`src/design/dets_pkg.sv`:
```
// Shared types and codes for the deadline event table.
`default_nettype none

package dets_pkg;

    localparam int KEY_W = 56;
    localparam int DUE_W = 32;

    // Command codes carried on s_tuser
    localparam logic CMD_SCHEDULE = 1'b0;
    localparam logic CMD_POP      = 1'b1;

    // Result status codes carried on m_tuser
    localparam logic [2:0] STS_NEW     = 3'd0;
    localparam logic [2:0] STS_MERGED  = 3'd1;
    localparam logic [2:0] STS_EVICTED = 3'd2;
    localparam logic [2:0] STS_DROPPED = 3'd3;
    localparam logic [2:0] STS_POPPED  = 3'd4;
    localparam logic [2:0] STS_NONE    = 3'd5;

    // One table entry as stored in memory; key is {x, y, z, type}
    typedef struct packed {
        logic             valid;
        logic [KEY_W-1:0] key;
        logic [DUE_W-1:0] due;
    } entry_t;

    // What the scan found over the whole table
    typedef struct packed {
        logic match_found;
        logic free_found;
        logic best_found;
    } scan_flags_t;

endpackage

`default_nettype wire

```
`src/design/dets_scan.sv`:
```
// Running search over the table entries streamed out of memory, one per cycle.
`default_nettype none

module dets_scan #(
    parameter int IDX_W = 6
) (
    input  wire logic                      aclk,
    input  wire logic                      aresetn,
    input  wire logic                      start,
    input  wire logic                      ent_vld,
    input  wire logic [IDX_W-1:0]          ent_idx,
    input  wire dets_pkg::entry_t          ent,
    input  wire logic [dets_pkg::KEY_W-1:0] key,
    input  wire logic [dets_pkg::DUE_W-1:0] now,
    output dets_pkg::scan_flags_t          flags,
    output logic [IDX_W-1:0]               match_idx,
    output logic [dets_pkg::DUE_W-1:0]     match_due,
    output logic [IDX_W-1:0]               free_idx,
    output logic [IDX_W-1:0]               worst_idx,
    output logic [dets_pkg::DUE_W-1:0]     worst_due,
    output logic [IDX_W-1:0]               best_idx,
    output logic [dets_pkg::KEY_W-1:0]     best_key,
    output logic [dets_pkg::DUE_W-1:0]     best_due
);
    import dets_pkg::*;

    scan_flags_t      flags_reg;
    logic             worst_found_reg;
    logic [IDX_W-1:0] match_idx_reg;
    logic [DUE_W-1:0] match_due_reg;
    logic [IDX_W-1:0] free_idx_reg;
    logic [IDX_W-1:0] worst_idx_reg;
    logic [DUE_W-1:0] worst_due_reg;
    logic [IDX_W-1:0] best_idx_reg;
    logic [KEY_W-1:0] best_key_reg;
    logic [DUE_W-1:0] best_due_reg;

    logic hit_match;
    logic hit_free;
    logic hit_worst;
    logic hit_best;

    // First match and first free slot win; strict compares keep the lowest index on ties
    always_comb begin
        hit_match = ent_vld && ent.valid && (ent.key == key) && !flags_reg.match_found;
        hit_free  = ent_vld && !ent.valid && !flags_reg.free_found;
        hit_worst = ent_vld && (!worst_found_reg || (ent.due > worst_due_reg));
        hit_best  = ent_vld && ent.valid && (ent.due <= now) &&
                    (!flags_reg.best_found || (ent.due < best_due_reg));
    end

    always_ff @(posedge aclk) begin
        if (!aresetn) begin
            flags_reg       <= '0;
            worst_found_reg <= 1'b0;
        end else if (start) begin
            flags_reg       <= '0;
            worst_found_reg <= 1'b0;
        end else begin
            if (hit_match) flags_reg.match_found <= 1'b1;
            if (hit_free)  flags_reg.free_found  <= 1'b1;
            if (hit_best)  flags_reg.best_found  <= 1'b1;
            if (hit_worst) worst_found_reg       <= 1'b1;
        end
    end

    always_ff @(posedge aclk) begin
        if (hit_match) begin
            match_idx_reg <= ent_idx;
            match_due_reg <= ent.due;
        end
        if (hit_free) begin
            free_idx_reg <= ent_idx;
        end
        if (hit_worst) begin
            worst_idx_reg <= ent_idx;
            worst_due_reg <= ent.due;
        end
        if (hit_best) begin
            best_idx_reg <= ent_idx;
            best_key_reg <= ent.key;
            best_due_reg <= ent.due;
        end
    end

    assign flags     = flags_reg;
    assign match_idx = match_idx_reg;
    assign match_due = match_due_reg;
    assign free_idx  = free_idx_reg;
    assign worst_idx = worst_idx_reg;
    assign worst_due = worst_due_reg;
    assign best_idx  = best_idx_reg;
    assign best_key  = best_key_reg;
    assign best_due  = best_due_reg;

endmodule

`default_nettype wire

```
`config.mk`:
```
export PLATFORM = sky130hd
export DESIGN_NAME = dets_scan
export DESIGN_NICKNAME = d
export VERILOG_FILES = /design/src/design/dets_pkg.sv /design/src/design/dets_scan.sv
export SDC_FILE = /design/constraint.sdc
export NUM_CORES = 1
export LEC_CHECK = 0
export BUFFER_PORTS_ARGS = -buffer_cell sky130_fd_sc_hd__buf_2
export CAP_MARGIN = 20
export CORE_MARGIN = 5
export CORE_UTILIZATION = 35
export DETAILED_ROUTE_END_ITERATION = 8
export PLACE_DENSITY = 0.7
export SKIP_CTS_REPAIR_TIMING = 1
export SLEW_MARGIN = 20
export SYNTH_ARGS = -nofsm -noshare
export SYNTH_HDL_FRONTEND = slang
export SYNTH_SLANG_ARGS = --single-unit
```
`constraint.sdc`:
```
create_clock -name aclk -period 5.5 [get_ports aclk]
set_input_delay 0.275 -clock aclk [delete_from_list [all_inputs] [get_ports aclk]]
set_output_delay 0.275 -clock aclk [all_outputs]
set_load 0.01 [all_outputs]
```
==> key figures, run 1 <==
Outcome
  – Outcome: finished, final reports clean

Drt
  – Drt first pass iters: 4
  – Vias post-DR: 6,201
  – Initial drt markers: 291
  – DR WL/cell: 18.7 um
  – Vias per cell: 4.65
  – Remaining antenna violation count: 0
  – Total wire length: 25.0 mm
  – DR DRC count: 0

Timing
  – Fin. max-slew vios: 0
  – Slew @ Worst Pin: 1.07 ns
  – Max Freq: 0.282 GHz
  – Final hold vios: 0
  – Fin Setup TNS: 0 ns
  – Final setup vio count: 0
  – RSZ-0062 raised after global routing: false
  – Fin crit share: 64.5%
  – Final hold slack: 0.0468 ns
  – Slew headroom: 28.9%
  – Min Tclk post-route: 3.55 ns
  – Worst clock skew: 0.0142 ns

Die
  – Die area: 0.0273 mm^2
  – # IOs: 366
  – Rows: 56
  – Chip height: 165 um
  – Initial Util: 35.7%
  – Area of the core: 0.0236 mm^2
  – Chip Width: 165 um

Yosys
  – Yosys warns: 0
  – Synth unique cells: 38
  – Ys flop type: edfxtp_1
  – Post-Syn Area: 0.00844 mm^2
  – Synth Instances: 609
  – Mapped Nets: 891
  – Number of synthesized register bits: 180
  – Post-synth ARST share: 0%
  – Sequential area share after synthesis: 63.6%
  – Synthesized area per cell: 13.9 um^2
  – Number of synthesized flops with an enable pin: 176

Setup path
  – Crit-path max cell delay: 0.85 ns
  – Crit Path Class: reg2reg
  – WP depth: 9
  – Worst EP required: 5.54 ns
  – Worst path slowest cell: buf_4
  – CP cell instances: inv_1, ha_1, a211o_1, a31oi_1, o31ai_1, a21oi_1, o311ai_0, a311oi_4, buf_4
  – CP arrival: 3.59 ns
  – CP Launch Type: flip-flop
  – Worst Setup End Kind: flip-flop
  – Delay-heaviest family, CP: compound AO/OA/AOI/OAI gates
  – Reg2reg path depth: 9
  – Critical path peak fanout: 78
  – CP bufs+invs: 2

Global route
  – Initial antenna violation count: 4
  – Total grt overflow: 0
  – Gr usage total: 17.8%
  – First-pass GRT wire length: 36.3 mm
  – Largest net degree at the start of global routing: 79
  – Vias in the first global route: 6,531

Clock network
  – Clk pin slew, worst setup/hold paths: 0.07 ns
  – CTS buffer count: 17
  – Clock tree from TritonCTS: done
  – Num Clock Sinks: 180
  – Clk_lat worst skew: 0.42 ns
  – Clock Tree Root: clkbuf_16
  – Longest Clk Path Bufs: 2
  – H-tree depth: 4

Layout
  – Most frequent cells in the layout: buf_2, edfxtp_1, inv_1, ha_1, xor2_1
  – Fill count: 2,168
  – Commonest non-fill, non-tap cell in the layout: buf_2
  – Final non-filler cell total: 1,333
  – Layout net count: 1,279
  – Largest register FFs: 56
  – Area Overhead vs Synth: 33.6%
  – Share of cells above drive strength 1: 40.1%

Hold path
  – Worst hold path type: in2reg
  – Hold Path Stages: 1

Place
  – Port buffer count: 365
  – Detail Placement HPWL: 20.1 mm
  – GPL Wtd Cong: 0.854
  – Placed Cells: 1,297

Pwr
  – VDD IR max: 0.161 mV
  – Lkg Pwr: 5.16 nW
  – PD cells: 278 mW/mm^2

Run
  – Max Cap Viol: 0
worst paths after layout:
path,from,end,slack (ns)
max,best_due[2],best_key[52],1.95
min,ent[50],best_key[18],0.05
max reg2reg,best_due[2],best_key[52],1.95
min reg2reg,flags[2],flags[2],0.49
metrics by stage:
step / util (%) / instance area [um^2] / total power [W] / setup slack [ns]
2_1_floorplan: - / 8450 / 0.00181 / 0.351
4_1_cts: 47.7 / 11300 / 0.00317 / 1.83
5_1_grt: 47.7 / 11300 / 0.00329 / 1.74
3_3_place_gp: 45.4 / 10700 / 0.00202 / 1.82
3_5_place_dp: 45.4 / 10700 / 0.00203 / 1.76
6_report: 47.7 / 11300 / 0.00313 / 1.95
cells by family (layout without fill, tap and decap cells):
kind of cell / Yosys count / after routing / synth area share, %
other: 0 / 4 / 0
AND/OR/NAND/NOR: 103 / 103 / 6.53
AO/OA/AOI/OAI: 77 / 77 / 5.62
adder cells (fa/ha/maj): 95 / 95 / 14.1
buffers and inverters: 98 / 499 / 4.36
flip-flops: 180 / 180 / 63.6
XOR/XNOR: 56 / 56 / 5.81
report_power, final:
part / internal, W / total [W] / switching (W)
clock: 0.000590 / 0.00114 / 0.000547
combinational: 0.000168 / 0.000405 / 0.000238
sequential: 0.00157 / 0.00159 / 0.0000197
total: 0.00233 / 0.00313 / 0.000804
Yosys cell counts, types with 2 or more instances:
cell        n  share of area, %
edfxtp_1  176                63
a21o_1      3              0.27
o21ai_0    10              0.59
o31ai_1     2              0.18
o21a_1      2              0.18
nor2b_1     4              0.30
inv_1      98               4.4
nand2b_1    2              0.15
o21ai_1     2              0.12
ha_1       95                14
nor4_1     15               1.1
and4_1      3              0.31
a21oi_1    37               2.2
xor2_1     56               5.8
nand4_1    20               1.5
nand3_1     9              0.53
dfxtp_1     4              0.95
nand2_1    19              0.85
nor3_1      5              0.30
nor2_1     21              0.93
a211oi_1    9              0.80
layout make-up:
class | count | area, um^2 | area share (%)
inverter | 98 | 368 | 3.26
timing repair buffer | 369 | 1860 | 16.5
clock inverter | 12 | 100 | 0.888
antenna | 4 | 10.0 | 0.0888
multi-input combinational | 331 | 2740 | 24.3
tap | 319 | 399 | 3.54
sequential | 180 | 5370 | 47.6
clock buffer | 20 | 437 | 3.87
layer usage:
metal	vias up	global-route usage [%]	share of wire [%]
met2	240	33.7	55
li1	3010	-	-
met3	14	4.42	7.3
met5	-	0	0
met4	0	4.76	1.0
met1	2937	19.7	37
No activity file was read; power rests on OpenSTA's default activity.
==> inputs of run 2 (changes only) <==
clock period = 3.01 ns   (was 5.5 ns; I/O delays follow)
==> run 2 against run 1 <==
  * Setup slack worse by 1.9 ns
  * Sequential share of layout area is 4.1 points lower
  * Critical path depth stayed put
  * Worst hold slack worse by 0.022 ns
  * Via count is 6.8% higher
  * Sequential power is 83% higher
  * Clock skew is 0.00055 ns lower
  * Register-to-register slack worse by 1.8 ns
  * Die area stayed put
  * Power is 90% higher
  * Combinational power is 110% higher
  * First-iteration DRC count is 21% higher
==> key figures, run 2 (synthesis results as in run 1) <==
Place
  – Placed Cells: 1,304
  – GPL Wtd Cong: 0.839
  – Placed inst area: 0.0110 mm^2
  – Detail Placement HPWL: 20.5 mm
  – Port buffer count: 365

Setup path
  – Reg-to-reg startpoint: best_due[2]
  – Crit Path Class: in2reg
  – CP arrival: 3.05 ns
  – R2r endpoint: best_key[49]
  – Worst Setup End Kind: flip-flop
  – Critical path peak fanout: 49
  – Worst EP required: 3.10 ns
  – Reg2reg path depth: 9
  – Crit-path max cell delay: 0.58 ns
  – CP cell instances: dlygate4sd3_1, buf_2, ha_1, a21oi_1, a21boi_1, or4b_1, a22o_1, a311oi_4, buf_12
  – R2R setup slack: 0.16 ns
  – Worst path slowest cell: or4b_1
  – CP Launch Type: input port

Timing
  – Fin. max-slew vios: 0
  – Slew headroom: 26.5%
  – Final setup vio count: 0
  – Final hold vios: 0
  – Slew @ Worst Pin: 1.10 ns
  – Worst clock skew: 0.0136 ns
  – Fin crit share: 98.2%
  – Min Tclk post-route: 2.96 ns
  – Max Freq: 0.338 GHz

Die
  – # IOs: 366
  – Chip height: 165 um
  – Initial Util: 35.7%
  – Area of the core: 0.0236 mm^2
  – Chip Width: 165 um
  – Die area: 0.0273 mm^2
  – Rows: 56

Clock network
  – Longest Clk Path Bufs: 2
  – Clock Tree Root: clkbuf_16
  – Clock tree from TritonCTS: done
  – Clk_lat worst skew: 0.43 ns
  – Clk pin slew, worst setup/hold paths: 0.07 ns
  – Num Clock Sinks: 180
  – CTS buffer count: 17
  – H-tree depth: 4

Layout
  – Commonest non-fill, non-tap cell in the layout: buf_2
  – Layout net count: 1,365
  – Final non-filler cell total: 1,415
  – Share of cells above drive strength 1: 39.0%
  – Most frequent cells in the layout: buf_2, edfxtp_1, inv_1, ha_1, dlygate4sd3_1
  – Post-layout util: 52.2%
  – Area Overhead vs Synth: 46.1%
  – Largest register FFs: 56
  – Design Area, Final: 0.0123 mm^2
  – Fill count: 2,060

Outcome
  – Outcome: finished, final reports clean

Global route
  – Total grt overflow: 0
  – Initial antenna violation count: 0
  – First-pass GRT wire length: 36.3 mm
  – Largest net degree at the start of global routing: 50
  – Vias in the first global route: 6,370
  – Gr usage total: 18.0%

Hold path
  – Startpoint of the worst hold path: ent[23]
  – Worst Hold Path EP: best_due[23]
  – Worst hold path type: in2reg
  – Hold Path Stages: 1

Drt
  – Vias post-DR: 6,624
  – DR WL/cell: 19.1 um
  – Drt first pass iters: 4
  – Vias per cell: 4.68
  – DR DRC count: 0
  – Remaining antenna violation count: 0
  – Total wire length: 27.0 mm
  – Initial drt markers: 353

Pwr
  – PD cells: 484 mW/mm^2
  – VDD IR max: 0.332 mV
  – Lkg Pwr: 5.55 nW

Run
  – Max Cap Viol: 0
run 2: changes by cell type in the layout (fill, tap and decap cells not counted), sizes merged:
cell | before | now
inv | 102 | 101
clkinv | 6 | 4
diode | 4 | 1
clkinvlp | 2 | 3
bufinv | 0 | 2
clkbuf | 20 | 19
buf | 369 | 376
dlygate4sd3 | 0 | 79
run 2: worst max-delay path: cells and delay by family:
kind            cells  cell delay, ns
compound gates      4            0.88
fa+ha+maj           1            0.34
buf+inv             3            1.04
simple gates        1            0.58
run 2: worst max path at each step:
stage,from,end,cells past startpoint
global placement,ent[10],best_key[14],9
detailed placement,ent[10],best_key[38],9
floorplan,best_due[2],best_due[0],8
CTS,best_due[2],best_key[49],9
finish,ent[3],best_key[49],9
global route,ent[3],best_key[19],9
run 2: layer usage:
metal	up-vias	track usage, %	wire (um)
met5	-	0	0
met4	0	4.84	528
met3	33	5.73	2020
met2	270	30.0	13600
met1	3138	22.7	10900
li1	3183	-	-
run 2: where the power goes:
part	internal (W)	switching (W)
clock	0.00122	0.000969
sequential	0.00287	0.0000394
combinational	0.000396	0.000470
run 2: area by class of cell:
class                      count  area (um^2)  area share, %
tap                          319          399           3.24
clock inverter                12          130           1.06
multi-input combinational    331         2890           23.5
sequential                   180         5370           43.5
timing repair buffer         455         2740           22.2
inverter                      98          368           2.98
clock buffer                  19          433           3.51
antenna                        1         2.50         0.0203
run 2: through the flow:
step	setup TNS (ns)	worst slack (ns)	hold slack, ns	total power (W)
after detailed placement	0	0.132	0.354	0.00374
after CTS	0	0.149	-0.0997	0.00594
after global routing	-0.465	-0.0203	0.00614	0.00625
after global placement	0	0.181	0.353	0.00373
final	0	0.0530	0.0251	0.00596
after floorplan	-129.02	-1.37	0.249	0.00333
==> inputs of run 3 (changes only) <==
BUFFER_PORTS_ARGS = -buffer_cell sky130_fd_sc_hd__clkbuf_2   (was -buffer_cell sky130_fd_sc_hd__buf_2)
CORE_ASPECT_RATIO = 1.2   (was default)
CTS_CLUSTER_DIAMETER = 80   (was default)
==> run 3 against run 2 <==
  * Register-to-register slack better by 0.08 ns
  * Critical path depth grew 1
  * Clock skew is 0.0014 ns lower
  * Clock-buffer cell count decreased by 1
  * Worst hold slack worse by 0.018 ns
  * Final area is 0.25% lower
  * Critical endpoint is now best_key[7]
  * Largest power group unchanged
==> key figures, run 3 (synthesis results as in run 1) <==
Clock network
  – Clock Tree Root: clkbuf_16
  – Clk_lat worst skew: 0.43 ns
  – Clock tree from TritonCTS: done
  – CTS buffer count: 17
  – Longest Clk Path Bufs: 2
  – Num Clock Sinks: 180
  – H-tree depth: 4
  – Clk pin slew, worst setup/hold paths: 0.07 ns

Setup path
  – Reg2reg path depth: 9
  – Reg-to-reg startpoint: best_due[2]
  – Worst setup endpoint: best_key[7]
  – R2r endpoint: best_key[7]
  – Critical path peak fanout: 49
  – CP cell instances: dlygate4sd3_1, clkbuf_2, ha_1, nand4_1, nor3_2, a21boi_1, or4b_1, a22o_1, a311oi_4, buf_12
  – CP Launch Type: input port
  – Crit-path max cell delay: 0.53 ns
  – Worst EP required: 3.12 ns
  – R2R setup slack: 0.24 ns
  – CP arrival: 2.98 ns
  – Worst path slowest cell: dlygate4sd3_1
  – Worst Setup End Kind: flip-flop
  – Crit Path Class: in2reg
  – Critical Path Source: ent[6]

Drt
  – Drt first pass iters: 5
  – Initial drt markers: 239
  – Vias post-DR: 6,648
  – DR WL/cell: 18.9 um
  – Remaining antenna violation count: 0
  – DR DRC count: 0
  – Total wire length: 26.7 mm
  – Vias per cell: 4.71

Layout
  – Fill count: 2,053
  – Most frequent cells in the layout: clkbuf_2, edfxtp_1, inv_1, ha_1, dlygate4sd3_1
  – Layout net count: 1,359
  – Final non-filler cell total: 1,411
  – Largest register FFs: 56
  – Share of cells above drive strength 1: 38.9%
  – Commonest non-fill, non-tap cell in the layout: clkbuf_2
  – Area Overhead vs Synth: 45.7%

Place
  – Detail Placement HPWL: 20.3 mm
  – GPL Wtd Cong: 0.833
  – Placed Cells: 1,300
  – Port buffer count: 365

Timing
  – Max Freq: 0.348 GHz
  – Fin crit share: 95.5%
  – Slew headroom: 40.2%
  – Worst clock skew: 0.0122 ns
  – RSZ-0062 raised after global routing: false
  – Fin. max-slew vios: 0
  – Slew @ Worst Pin: 0.896 ns
  – Final hold vios: 0
  – Final setup vio count: 0
  – Min Tclk post-route: 2.87 ns

Die
  – Initial Util: 35.4%
  – Die area: 0.0273 mm^2
  – Rows: 62
  – Chip Width: 152 um
  – Chip height: 180 um
  – Area of the core: 0.0238 mm^2
  – # IOs: 366

Pwr
  – Final total power: 0.00596 W
  – VDD IR max: 0.392 mV
  – PD cells: 485 mW/mm^2
  – Flop pwr share: 48.8%
  – Clock network power share: 36.8%
  – Switching part of the total power: 24.9%
  – Logic pwr share: 14.4%
  – Pint: 0.00448 W
  – P_sw: 0.00148 W
  – Lkg Pwr: 5.61 nW

Hold path
  – Worst hold path type: in2reg

Global route
  – First-pass GRT wire length: 36.8 mm
  – Total grt overflow: 0
  – Gr usage total: 18.1%
  – Initial antenna violation count: 2
  – Largest net degree at the start of global routing: 50
  – Vias in the first global route: 6,547

Outcome
  – Outcome: finished, final reports clean

Run
  – Max Cap Viol: 0
## run 3: how the worst min path moves through the flow
stage,start,slack [ns],end,cells after the start
after global routing,ent[19],-0.01,match_due[19],1
after global placement,ent[35],0.36,best_key[3],1
after CTS,ent[38],-0.11,best_key[6],1
final,ent[30],0.008,match_due[30],1
after floorplan,ent[0],0.25,best_due[0],0
after detailed placement,ent[72],0.36,best_key[40],1
## run 3: layer usage
| metal | global-route usage, % | up-vias | routed length, um |
|---|---|---|---|
| met5 | 0 | - | 7 |
| met4 | 7.26 | 2 | 1090 |
| met3 | 6.14 | 56 | 2520 |
| met2 | 31.8 | 331 | 13400 |
| met1 | 19.8 | 3089 | 9720 |
| li1 | - | 3170 | - |
## run 3: power by group through the flow
stage                     sequential, W  clock (W)  combinational, W
after floorplan                 0.00301          0          0.000319
after global placement          0.00296          0          0.000763
after detailed placement        0.00296          0          0.000780
after CTS                       0.00291    0.00225          0.000783
after global routing            0.00292    0.00235          0.000958
final                           0.00291    0.00219          0.000858
## run 3: through the flow
step,setup WS (ns),area (um^2),utilization (%),hold slack [ns],setup TNS [ns]
6_report,0.137,12300,51.6,0.00751,0
5_1_grt,0.0366,12300,51.6,-0.0127,0
4_1_cts,0.156,11500,48.3,-0.109,0
3_5_place_dp,-0.0453,10900,46.0,0.356,-2.54
3_3_place_gp,0.00538,10900,46.0,0.356,0
2_1_floorplan,-1.37,8620,-,0.249,-129.02
## run 3: critical path, delay by kind of cell
family / cells / cell delay (ns)
buffers and inverters: 3 / 1.00
AOI/OAI and AO/OA: 3 / 0.72
and+or+nand+nor: 3 / 0.71
adders and majority gates: 1 / 0.33
## run 3: area by class of cell
| type | instances | area (um^2) | share of cell area, % |
|---|---|---|---|
| Sequential cell | 180 | 5370 | 43.6 |
| Tap cell | 320 | 400 | 3.26 |
| Antenna cell | 2 | 5.00 | 0.0407 |
| Clock buffer | 18 | 429 | 3.49 |
| Inverter | 98 | 368 | 2.99 |
| Clock inverter | 13 | 134 | 1.09 |
| Multi-Input combinational cell | 331 | 2890 | 23.5 |
| Timing Repair Buffer | 449 | 2700 | 22.0 |
